===== src/rtl/ple_pkg.sv =====
// package for the positional list engine
// types, codes and default sizes shared by the interfaces, cells, tree and top level
// no dependencies
package ple_pkg;

    localparam int POS_W        = 7;
    localparam int OP_W         = 2;
    localparam int VAL_W        = 32;
    localparam int CNT_OUT_W    = 7;
    localparam int STATUS_W     = 2;
    localparam int DEF_CAPACITY = 64;
    localparam int DEF_DATA_W   = 32;

    typedef enum logic [OP_W-1:0] {
        OP_INSERT = 2'd0,
        OP_REMOVE = 2'd1,
        OP_QUERY  = 2'd2,
        OP_MOVE   = 2'd3
    } op_t;

    typedef enum logic [STATUS_W-1:0] {
        ST_OK    = 2'd0,
        ST_RANGE = 2'd1,
        ST_FULL  = 2'd2,
        ST_EMPTY = 2'd3
    } status_t;

    typedef enum logic [2:0] {
        S_IDLE,
        S_FETCH,
        S_APPLY,
        S_REDUCE,
        S_DONE
    } state_t;

    // per-cycle command broadcast to every cell
    typedef struct packed {
        logic apply;
        op_t  op;
    } ctrl_t;

endpackage


===== src/rtl/ple_cell.sv =====
// one list cell: holds a single entry and shifts with its neighbours
// depends on ple_pkg
module ple_cell
    import ple_pkg::*;
#(
    parameter int DATA_WIDTH = DEF_DATA_W,
    parameter int CMP_W      = 8,
    parameter int INDEX      = 0
) (
    input  logic                  clk,
    input  ctrl_t                 ctrl,
    input  logic [CMP_W-1:0]      pos,
    input  logic [CMP_W-1:0]      count,
    input  logic [CMP_W-1:0]      last,
    input  logic [DATA_WIDTH-1:0] load,
    input  logic [DATA_WIDTH-1:0] left,
    input  logic [DATA_WIDTH-1:0] right,
    output logic [DATA_WIDTH-1:0] entry,
    output logic                  occupied,
    output logic                  hit
);

    localparam logic [CMP_W-1:0] IDX = CMP_W'(INDEX);

    logic [DATA_WIDTH-1:0] entry_reg;
    logic [DATA_WIDTH-1:0] entry_next;
    logic                  at_or_above;
    logic                  below_last;

    assign at_or_above = (IDX >= pos);
    assign below_last  = (IDX < last);

    always_comb
    begin
        entry_next = entry_reg;
        if (ctrl.apply)
        begin
            case (ctrl.op)
                OP_INSERT:
                begin
                    if (IDX == pos)
                        entry_next = load;
                    else if (IDX > pos)
                        entry_next = left;
                end
                OP_REMOVE:
                begin
                    if (at_or_above && below_last)
                        entry_next = right;
                end
                OP_MOVE:
                begin
                    if (IDX == last)
                        entry_next = load;
                    else if (at_or_above && below_last)
                        entry_next = right;
                end
                default:
                begin
                    entry_next = entry_reg;
                end
            endcase
        end
    end

    always_ff @(posedge clk)
    begin
        entry_reg <= entry_next;
    end

    assign entry    = entry_reg;
    assign occupied = (IDX < count);
    assign hit      = (IDX == pos) && (IDX < count);

endmodule


===== config.mk =====
export PLATFORM = sky130hd
export DESIGN_NAME = ple_cell
export DESIGN_NICKNAME = d
export VERILOG_FILES = /design/src/rtl/ple_pkg.sv /design/src/rtl/ple_cell.sv
export SDC_FILE = /design/constraint.sdc
export NUM_CORES = 1
export LEC_CHECK = 0
export BUFFER_PORTS_ARGS = -buffer_cell sky130_fd_sc_hd__clkbuf_2
export CAP_MARGIN = 20
export CORE_ASPECT_RATIO = 1.25
export CORE_MARGIN = 2
export CORE_UTILIZATION = 37
export CTS_BUF_LIST = sky130_fd_sc_hd__clkbuf_8
export DETAILED_ROUTE_END_ITERATION = 16
export PLACE_DENSITY = 0.79
export SLEW_MARGIN = 20
export SYNTH_ARGS = -nofsm -noshare
export SYNTH_HDL_FRONTEND = slang
export SYNTH_SLANG_ARGS = --single-unit
export TNS_END_PERCENT = 10

===== constraint.sdc =====
create_clock -name clk -period 2.8 [get_ports clk]
set_clock_uncertainty 0.05 [all_clocks]
set_input_delay 0.28 -clock clk [delete_from_list [all_inputs] [get_ports clk]]
set_output_delay 0.28 -clock clk [all_outputs]
set_load 0.05 [all_outputs]

==> results of run 1 <==
-- how the worst max path moves through the flow --
stage | startpoint | to | cells after the start
2_1_floorplan | pos[4] | entry[0]$_DFFE_PP_ | 4
3_3_place_gp | pos[4] | entry[20]$_DFFE_PP_ | 6
3_5_place_dp | last[7] | entry[30]$_DFFE_PP_ | 5
4_1_cts | last[7] | entry[30]$_DFFE_PP_ | 5
5_1_grt | last[7] | entry[13]$_DFFE_PP_ | 5
6_report | last[7] | entry[30]$_DFFE_PP_ | 5
-- stage by stage --
step | area [µm²] | hold WS (ps) | util
after global placement | 2888 | 509.7 | 0.5380
after detailed placement | 2888 | 523.2 | 0.5380
after floorplan | 2022 | 424.4 | -
after CTS | 2965 | 223.5 | 0.5524
after global routing | 2965 | 238.3 | 0.5524
final | 2965 | 231.7 | 0.5524
-- layer usage --
metal | global-route usage | vias to the layer above | wire (µm)
li1 | - | 1031 | -
met4 | 0.05769 | 0 | 85
met1 | 0.2184 | 930 | 2207
met5 | 0 | - | 0
met3 | 0.04651 | 11 | 410
met2 | 0.3498 | 106 | 2950
-- synthesized netlist by cell type --
| master | instances |
|---|---|
| nand2_1 | 34 |
| inv_1 | 33 |
| edfxtp_1 | 32 |
| mux2i_1 | 32 |
| o221ai_1 | 32 |
| clkbuf_1 | 6 |
| nor4_1 | 4 |
| buf_1 | 3 |
| buf_8 | 3 |
| nor4_2 | 2 |
| a211oi_4 | 1 |
| a21oi_1 | 1 |
| a41oi_1 | 1 |
| and3_1 | 1 |
| nand3_1 | 1 |
| nor2_1 | 1 |
| nor3_1 | 1 |
| o21ai_0 | 1 |
| or4_1 | 1 |
| or4_4 | 1 |
-- cell type report --
type,instances,area share
well taps,64,0.02700
flip-flops and latches,32,0.3241
inverters,33,0.04177
clock inverters,2,0.002954
clock buffers,5,0.02321
repair buffers,162,0.2861
multi-input cells,114,0.2949
-- power by group --
group | total (mW) | leakage, nW | switching, mW | internal, mW
clock network | 0.324 | 0.0452 | 0.159 | 0.165
logic | 0.272 | 1.06 | 0.160 | 0.112
registers | 0.567 | 0.299 | 0.0109 | 0.556
total | 1.16 | 1.41 | 0.330 | 0.833
-- worst max-delay path, delay by kind of cell --
| kind | cells | cell delay (ps) |
|---|---|---|
| AND/OR/NAND/NOR | 1 | 570 |
| buffers and inverters | 2 | 470 |
| AO/OA/AOI/OAI | 2 | 720 |
-- kinds of logic (layout without fill, tap and decap cells) --
kind of cell / after synthesis / count (layout) / share of synthesized area
DFF: 32 / 32 / 0.4758
buffers and inverters: 45 / 202 / 0.1004
muxes: 32 / 32 / 0.1586
and+or+nand+nor: 46 / 46 / 0.1072
AOI/OAI and AO/OA: 36 / 36 / 0.1580
==> metrics, run 1 <==
initial antenna violation count 0; Final #Nets 472; DR vias/cell slightly above 5; crit path time final 1985 ps; post_cts resized 0; placed insts 405; Leak around 1.4 nW; worst-path fanout max 18; crit path cell chain clkbuf_2 -> nor4_2 -> a41oi_2 -> buf_4 -> o221ai_1; reg-to-reg setup timing slack 1770 ps; IO Count between 150 and 200; Tot GR Track Use 0.1904; Core ar. 0.005368 mm²; Arrival @ worst endpoint just over 2000 ps; register area 960.9 µm²; Synth Instances 191; cell area after synthesis 0.002019 mm²; most frequent cells in the layout clkbuf_2 (157), inv_1 (34), nand2_1 (34); most common cell after layout, fill and taps aside clkbuf_2; worst-skew pair later-pin latency 270 ps; post-DP HPWL 4.422 mm; hold worst-path end entry[24]$_DFFE_PP_; Worst R2R Path Depth 2; final setup vio count 0; outcome completed; post-synth cell types 20; largest net degree at the start of global routing 33; Achievable Freq 503.7 MHz; Slew Viols, Final 0; Clock transition at path regs 70 ps; Starting Density 0.3762; die width roughly 70 µm; clock root cell clkbuf_8; routability cong. 0.7430; reg2reg start entry[11]$_DFFE_PP_; post-CTS setup buffer count 0; vias between 2,000 and 2,500; endpoint class of the critical path register; maximum VDD drop around 0.00019 V; share of layout cells above drive strength 1 0.5029; # hold bufs at CTS 0; clock sink total 32; DP Worst Slack approximately 550 ps; CTS Buffer Depth 2; slowest CP cell nor4_2; Setup TNS Final 0 ps; max_cap viols 0; setup ws final around 810 ps; DRT Wirelength 5.653 mm; Layout area overhead 46.84%; RSZ-0062 raised after global routing false; number of port buffers 157; # diodes 0; first drt pass iteration count 4; DRC 0; wire per inst 13.72 µm; Hold Path Class primary input to register; cts bufs inserted 5; max reg flops 32; sequential area share after synthesis 0.4758; Hold Startpoint left[24]; area leader, netlist edfxtp_1; Layout fillers a little under 500; Yosys reg bits 32; H-tree depth 2; share of the synthesized area in the top cell type 0.4758; pwr dens 392.3 mW/mm²; Die Y 86.60 µm; nature of the critical path startpoint primary input; WS Path Type primary input to register; Slew HR 0.4775; CP peak stage delay 570 ps; dominant cells by area after synthesis edfxtp_1 (48%), mux2i_1 (16%), o221ai_1 (14%); Row Count 30; Final Hold Vio Count 0; Overflow after GRT 0; hold path cells 3; first-pass GRT wire length about 9.2 mm; Req. time, crit path 2850 ps; Routed Antenna Nets 0; syn nets roughly 320; syn avg cell area 10.57 µm²; Overall Power 1.163 mW; Worst-Margin Slew roughly 780 ps; CTS tree done; Ys Warns 0; 1st-iter DRT viols 122; R2R Path End entry[11]$_DFFE_PP_; area of the multi-input gates 874.6 µm²; Die ar. 0.006069 mm²; final std cells w/o fill 412; period utilization 0.7090; number of global-route vias before repair approximately 2,000
Note: power is estimated with default switching activity, not from simulation.
==> run 2: changes to the inputs <==
--- a/config.mk
+++ b/config.mk
@@ -5,14 +5,15 @@
 export SDC_FILE = /design/constraint.sdc
 export NUM_CORES = 1
 export LEC_CHECK = 0
+export ABC_AREA = 1
 export BUFFER_PORTS_ARGS = -buffer_cell sky130_fd_sc_hd__clkbuf_2
 export CAP_MARGIN = 20
 export CORE_ASPECT_RATIO = 1.25
 export CORE_MARGIN = 2
-export CORE_UTILIZATION = 37
+export CORE_UTILIZATION = 42
 export CTS_BUF_LIST = sky130_fd_sc_hd__clkbuf_8
 export DETAILED_ROUTE_END_ITERATION = 16
-export PLACE_DENSITY = 0.79
+export PLACE_DENSITY = 0.8
 export SLEW_MARGIN = 20
 export SYNTH_ARGS = -nofsm -noshare
 export SYNTH_HDL_FRONTEND = slang
==> constraint.sdc (replaced) <==
create_clock -name clk -period 2 [get_ports clk]
set_clock_uncertainty 0.05 [all_clocks]
set_input_delay 0.2 -clock clk [delete_from_list [all_inputs] [get_ports clk]]
set_output_delay 0.2 -clock clk [all_outputs]
set_load 0.05 [all_outputs]
==> run 2 against run 1 <==
Compared with the run above: synthesized area is 21% higher; sequential cell count is the same; critical path depth increased by 1; combinational power is 62% higher; core utilization is 3.8 points higher; sequential power grew 41%; highest routed layer unchanged.
==> metrics, run 2 <==
outcome completed (unchanged); worst-path fanout max 16 (was 18); Starting Density 0.4290 (was 0.3762); H-tree depth 2 (unchanged); Achievable Freq 619.6 MHz; post-DP HPWL 5.466 mm (was 4.422 mm); Layout fillers 530 (was 490); Final Hold Vio Count 0 (unchanged); Synth Instances 342 (was 191); ys async rst share 0 (unchanged); 1st-iter DRT viols 158 (was 122); cell area after synthesis 0.002446 mm² (was 0.002019 mm²); Die ar. 0.006455 mm² (was 0.006069 mm²); max_cap viols 0 (unchanged); Core ar. 0.005702 mm² (was 0.005368 mm²); IO Count 158 (unchanged); Synth Flop Type edfxtp_1 (unchanged); sequential area share after synthesis 0.3928 (was 0.4758); cell with the most instances after synthesis nand2_1 (unchanged); DRC 0 (unchanged); Post-synth EDFFs 32 (unchanged); wire per inst 13.03 µm (was 13.72 µm); Final #Nets 619 (was 472); crit path time final 1614 ps; final setup vio count 0 (unchanged); placed insts 554 (was 405); Hold Path Class primary input to register (unchanged); Arrival @ worst endpoint 1360 ps (was 2040 ps); register area 960.9 µm² (unchanged); Tot GR Track Use 0.2228 (was 0.1904); CTS Buffer Depth 2 (unchanged); Worst-Margin Slew 710.2 ps (was 783.8 ps); share of layout cells above drive strength 1 0.3576 (was 0.5029); post-synth cell types 15 (was 20); DP Worst Slack 216.6 ps (was 546.4 ps); cts bufs inserted 5 (unchanged); initial antenna violation count 0 (unchanged); syn avg cell area 7.152 µm² (was 10.57 µm²); Setup TNS Final 0 ps (unchanged); Req. time, crit path 1750 ps (was 2850 ps); Slew HR 0.5266 (was 0.4775); # hold bufs at CTS 0 (unchanged); setup ws final 386.1 ps (was 814.9 ps); area of the multi-input gates 0.001089 mm² (was 874.6 µm²); Hold Startpoint load[17] (was left[24]); DR vias/cell 4.920 (was 5.044); first-pass GRT wire length 11.34 mm (was 9.218 mm); CTS tree done (unchanged); die width 72.26 µm (was 70.08 µm); clock root cell clkbuf_8 (unchanged); RSZ-0062 raised after global routing false (unchanged); number of global-route vias before repair 2,602 (was 2,022); most frequent cells in the layout clkbuf_2 (157), nand2_1 (75), inv_1 (69) (was clkbuf_2 (157), inv_1 (34), nand2_1 (34)); final std cells w/o fill 561 (was 412); reg2reg start entry[19]$_DFFE_PP_ (was entry[11]$_DFFE_PP_); share of the synthesized area in the top cell type 0.3928 (was 0.4758); vias 2,760 (was 2,078); DRT Wirelength 7.308 mm (was 5.653 mm); area leader, netlist edfxtp_1 (unchanged); Ys Warns 0 (unchanged); Row Count 31 (was 30); Clock transition at path regs 60 ps (was 70 ps); post-CTS setup buffer count 0 (unchanged); # diodes 0 (unchanged); Overflow after GRT 0 (unchanged); Die Y 89.33 µm (was 86.60 µm); nature of the critical path startpoint primary input (unchanged); period utilization 0.8070; most frequent cells after synthesis nand2_1 (75), inv_1 (68), a21oi_1 (33), nor3_1 (33) (was nand2_1 (34), inv_1 (33), edfxtp_1 (32), mux2i_1 (32), o221ai_1 (32)); number of port buffers 157 (unchanged); largest net degree at the start of global routing 35 (was 33); fin util 0.5903 (was 0.5524); post_cts resized 0 (unchanged); routability cong. 0.8174 (was 0.7430); max reg flops 32 (unchanged); endpoint class of the critical path primary output (was register); syn nets 466 (was 315); Yosys reg bits 32 (unchanged); Leak 1.908 nW (was 1.407 nW); WS Path Type primary input to primary output (was primary input to register); first drt pass iteration count 4 (unchanged); clock sink total 32 (unchanged); maximum VDD drop 0.0002309 V (was 0.0001874 V); worst-skew pair later-pin latency 280 ps (was 270 ps); Routed Antenna Nets 0 (unchanged); pwr dens 505.3 mW/mm² (was 392.3 mW/mm²); dominant cells by area after synthesis edfxtp_1 (39%), nand2_1 (12%), inv_1 (10%) (was edfxtp_1 (48%), mux2i_1 (16%), o221ai_1 (14%)); most common cell after layout, fill and taps aside clkbuf_2 (unchanged); worst setup path startpoint pos[2] (was last[7]); hold_ws 147.7 ps (was 231.7 ps); Layout area overhead 37.60% (was 46.84%); Slew Viols, Final 0 (unchanged)
==> run 2: per-layer routing <==
| layer | wire [µm] | track usage |
|---|---|---|
| met5 | 0 | 0 |
| met4 | 159 | 0.08405 |
| met3 | 540 | 0.03833 |
| met2 | 3850 | 0.4145 |
| met1 | 2758 | 0.2528 |
==> run 2: metrics by stage <==
stage               power (mW)  instance area, µm²
finish                   1.701                3366
global route             1.781                3366
CTS                      1.722                3366
detailed placement       1.255                3288
global placement         1.245                3288
floorplan                1.071                2446
==> run 2: logic make-up (layout without fill, tap and decap cells) <==
family	count (synthesis)	in the layout	synth area share
compound gates	35	35	0.07366
buf+inv	91	244	0.1637
flops	32	32	0.3928
simple gates	184	184	0.3698
==> run 2: layout make-up <==
cell class                      instances  area share
Tap cell                               66     0.02454
Sequential cell                        32      0.2855
Inverter                               68     0.07584
Clock buffer                            5     0.02045
Multi-Input combinational cell        219      0.3234
Clock inverter                          2    0.002602
Timing Repair Buffer                  169      0.2677
==> run 2: path summary, 6_finish.rpt <==
check,slack [ps],cells past startpoint,end
worst min register to register,610,4,entry[20]$_DFFE_PP_
worst max-delay path,390,6,hit
worst min-delay path,150,3,entry[17]$_DFFE_PP_
worst max register to register,1030,4,entry[19]$_DFFE_PP_
==> run 2: critical path, stage by stage <==
cell and delay [ps]:
clkbuf_2 80, nor2_1 90, nand2_1 110, nor2_4 380, a21boi_1 220, clkbuf_2 290
==> run 2: power breakdown <==
group          total (mW)  leakage (nW)  switching, mW  internal [mW]
logic               0.441          1.56          0.263          0.178
clock network       0.459        0.0452          0.228          0.231
registers           0.800         0.303         0.0168          0.783
==> run 3: changes to the inputs <==
==> constraint.sdc (replaced) <==
create_clock -name clk -period 1.65 [get_ports clk]
set_clock_uncertainty 0.05 [all_clocks]
set_input_delay 0.165 -clock clk [delete_from_list [all_inputs] [get_ports clk]]
set_output_delay 0.165 -clock clk [all_outputs]
set_load 0.05 [all_outputs]
==> run 3 against run 2 <==
Compared with the run above: cell area increased by 1.4%; non-clock buffer count increased by 4; sequential cell count unchanged; setup slack got worse by 230 ps; critical endpoint unchanged.
==> metrics, run 3 (same netlist as run 2, synthesis figures left out) <==
Layout fillers 540 (was 530); CP dominant cell by count clkbuf_2 (unchanged); post-CTS setup buffer count 0 (unchanged); hold_ws 114.6 ps (was 147.7 ps); most frequent cells in the layout clkbuf_2 (157), nand2_1 (75), inv_1 (70) (was clkbuf_2 (157), nand2_1 (75), inv_1 (69)); Final #Nets 623 (was 619); Tot GR Track Use 0.2167 (was 0.2228); pwr dens 606.9 mW/mm² (was 505.3 mW/mm²); final setup vio count 0 (unchanged); crit path time final about 1500 ps; Leak 1.935 nW (was 1.908 nW); DR vias/cell 4.853 (was 4.920); Core ar. 0.005702 mm² (unchanged); routability cong. 0.7717 (was 0.8174); logic gate share of total power 0.259 (about the same); Die Y 89.33 µm (unchanged); Worst-Margin Slew 377.8 ps (was 710.2 ps); placed insts 558 (was 554); slowest CP cell nor2_4 (unchanged); Die ar. 0.006455 mm² (unchanged); reg2reg start entry[23]$_DFFE_PP_ (was entry[19]$_DFFE_PP_); max reg flops 32 (unchanged); most common cell after layout, fill and taps aside clkbuf_2 (unchanged); number of global-route vias before repair 2,552 (was 2,602); Overflow after GRT 0 (unchanged); CTS Buffer Depth 2 (unchanged); Overall Power 2.071 mW (was 1.701 mW); CP peak stage delay 340 ps (was 380 ps); # diodes 0 (unchanged); Slew HR 0.7475 (was 0.5266); share of layout cells above drive strength 1 0.3620 (was 0.3576); max_cap viols 0 (unchanged); Final Hold Vio Count 0 (unchanged); post_cts resized 0 (unchanged); reg-to-reg setup timing slack 680 ps (was 1030 ps); clock share of power 0.273 (was 0.270); period utilization 0.9027; Starting Density 0.4290 (unchanged); Switching Fraction 0.3000 (was 0.2989); hold worst-path end entry[14]$_DFFE_PP_ (was entry[17]$_DFFE_PP_); endpoint class of the critical path primary output (unchanged); DRC 0 (unchanged); Arrival @ worst endpoint 1270 ps (was 1360 ps); crit path cell chain clkbuf_2 -> nor2_1 -> nand2_1 -> nor2_4 -> a21boi_1 -> clkbuf_2 (unchanged); largest net degree at the start of global routing 33 (was 35); DRT Wirelength 7.063 mm (was 7.308 mm); WS Path Type primary input to primary output (unchanged); Setup TNS Final 0 ps (unchanged); vias 2,747 (was 2,760); Clock transition at path regs 60 ps (about the same); die width 72.26 µm (unchanged); final std cells w/o fill 566 (was 561); Hold Startpoint load[14] (was load[17]); Achievable Freq 671.4 MHz; IO Count 158 (unchanged); first-pass GRT wire length 10.98 mm (was 11.34 mm); Req. time, crit path 1430 ps (was 1750 ps); number of port buffers 157 (unchanged); Psw 621.3 µW (was 508.3 µW); Hold Path Class primary input to register (unchanged); CTS tree done (unchanged); Slew Viols, Final 0 (unchanged); Internal 1.449 mW (was 1.192 mW); first drt pass iteration count 4 (unchanged); maximum VDD drop 0.0003423 V (was 0.0002309 V); clock sink total 32 (unchanged); R2R Path End entry[23]$_DFFE_PP_ (was entry[19]$_DFFE_PP_); nature of the critical path startpoint primary input (unchanged); cts bufs inserted 5 (unchanged); Routed Antenna Nets 0 (unchanged); post-DP HPWL 5.388 mm (was 5.466 mm); hold path cells 3 (unchanged); worst-skew pair later-pin latency 280 ps (about the same); Row Count 31 (unchanged); Worst R2R Path Depth 4 (unchanged); H-tree depth 2 (unchanged); initial antenna violation count 0 (unchanged); RSZ-0062 raised after global routing false (unchanged); wire per inst 12.48 µm (was 13.03 µm); Layout area overhead 39.49% (was 37.60%); # hold bufs at CTS 0 (unchanged); outcome completed (unchanged); clock root cell clkbuf_8 (unchanged); worst-path fanout max 11 (was 16); Reg power frac 0.468 (was 0.470); 1st-iter DRT viols 134 (was 158)
[run 3: cell types whose count changed in the layout (fill, tap and decap cells not counted)]
cell,before,now
inv_1,69,70
clkinv_2,1,0
clkinv_1,0,1
o21a_2,0,1
buf_4,10,13
o21a_1,1,0
buf_12,2,3
[run 3: worst max path at each step]
stage | from | to | slack (ps)
finish | pos[2] | hit | 160
floorplan | pos[2] | hit | -110
global placement | pos[2] | entry[17]$_DFFE_PP_ | 120
detailed placement | pos[0] | entry[21]$_DFFE_PP_ | 80
CTS | pos[0] | hit | 150
global route | pos[0] | hit | 70
[run 3: power by group through the flow]
stage	clock [mW]	sequential, mW	combinational (mW)
floorplan	0	1.12	0.181
global placement	0	0.986	0.530
detailed placement	0	0.986	0.539
CTS	0.582	0.969	0.541
global route	0.611	0.972	0.588
finish	0.566	0.969	0.536
[run 3: cell type report]
cell class / instances / area [µm²] / share of cell area
clock buffers: 5 / 68.82 / 0.02017
clock inverters: 3 / 11.26 / 0.003300
inverters: 68 / 255.2 / 0.07481
multi-input cells: 219 / 1090 / 0.3194
flip-flops and latches: 32 / 960.9 / 0.2816
well taps: 66 / 82.58 / 0.02420
repair buffers: 173 / 943.4 / 0.2765
[run 3: per-layer routing]
| layer | share of wire | global-route usage | vias to the layer above |
|---|---|---|---|
| li1 | - | - | 1423 |
| met1 | 0.38 | 0.2286 | 1203 |
| met2 | 0.53 | 0.4128 | 106 |
| met3 | 0.068 | 0.04848 | 15 |
| met4 | 0.025 | 0.08748 | 0 |
| met5 | 0 | 0 | - |
[run 3: critical path: cells and delay by family]
| family | cells | cell delay, ps |
|---|---|---|
| and+or+nand+nor | 3 | 530 |
| buffers and inverters | 2 | 370 |
| AOI/OAI and AO/OA | 1 | 200 |
[run 3: stage by stage]
| stage | instance area, µm² | utilization | setup WS, ps |
|---|---|---|---|
| floorplan | 2447 | - | -109.1 |
| global placement | 3332 | 0.5844 | 118.5 |
| detailed placement | 3332 | 0.5844 | 76.03 |
| CTS | 3412 | 0.5984 | 147.2 |
| global route | 3412 | 0.5984 | 71.82 |
| finish | 3412 | 0.5984 | 160.5 |
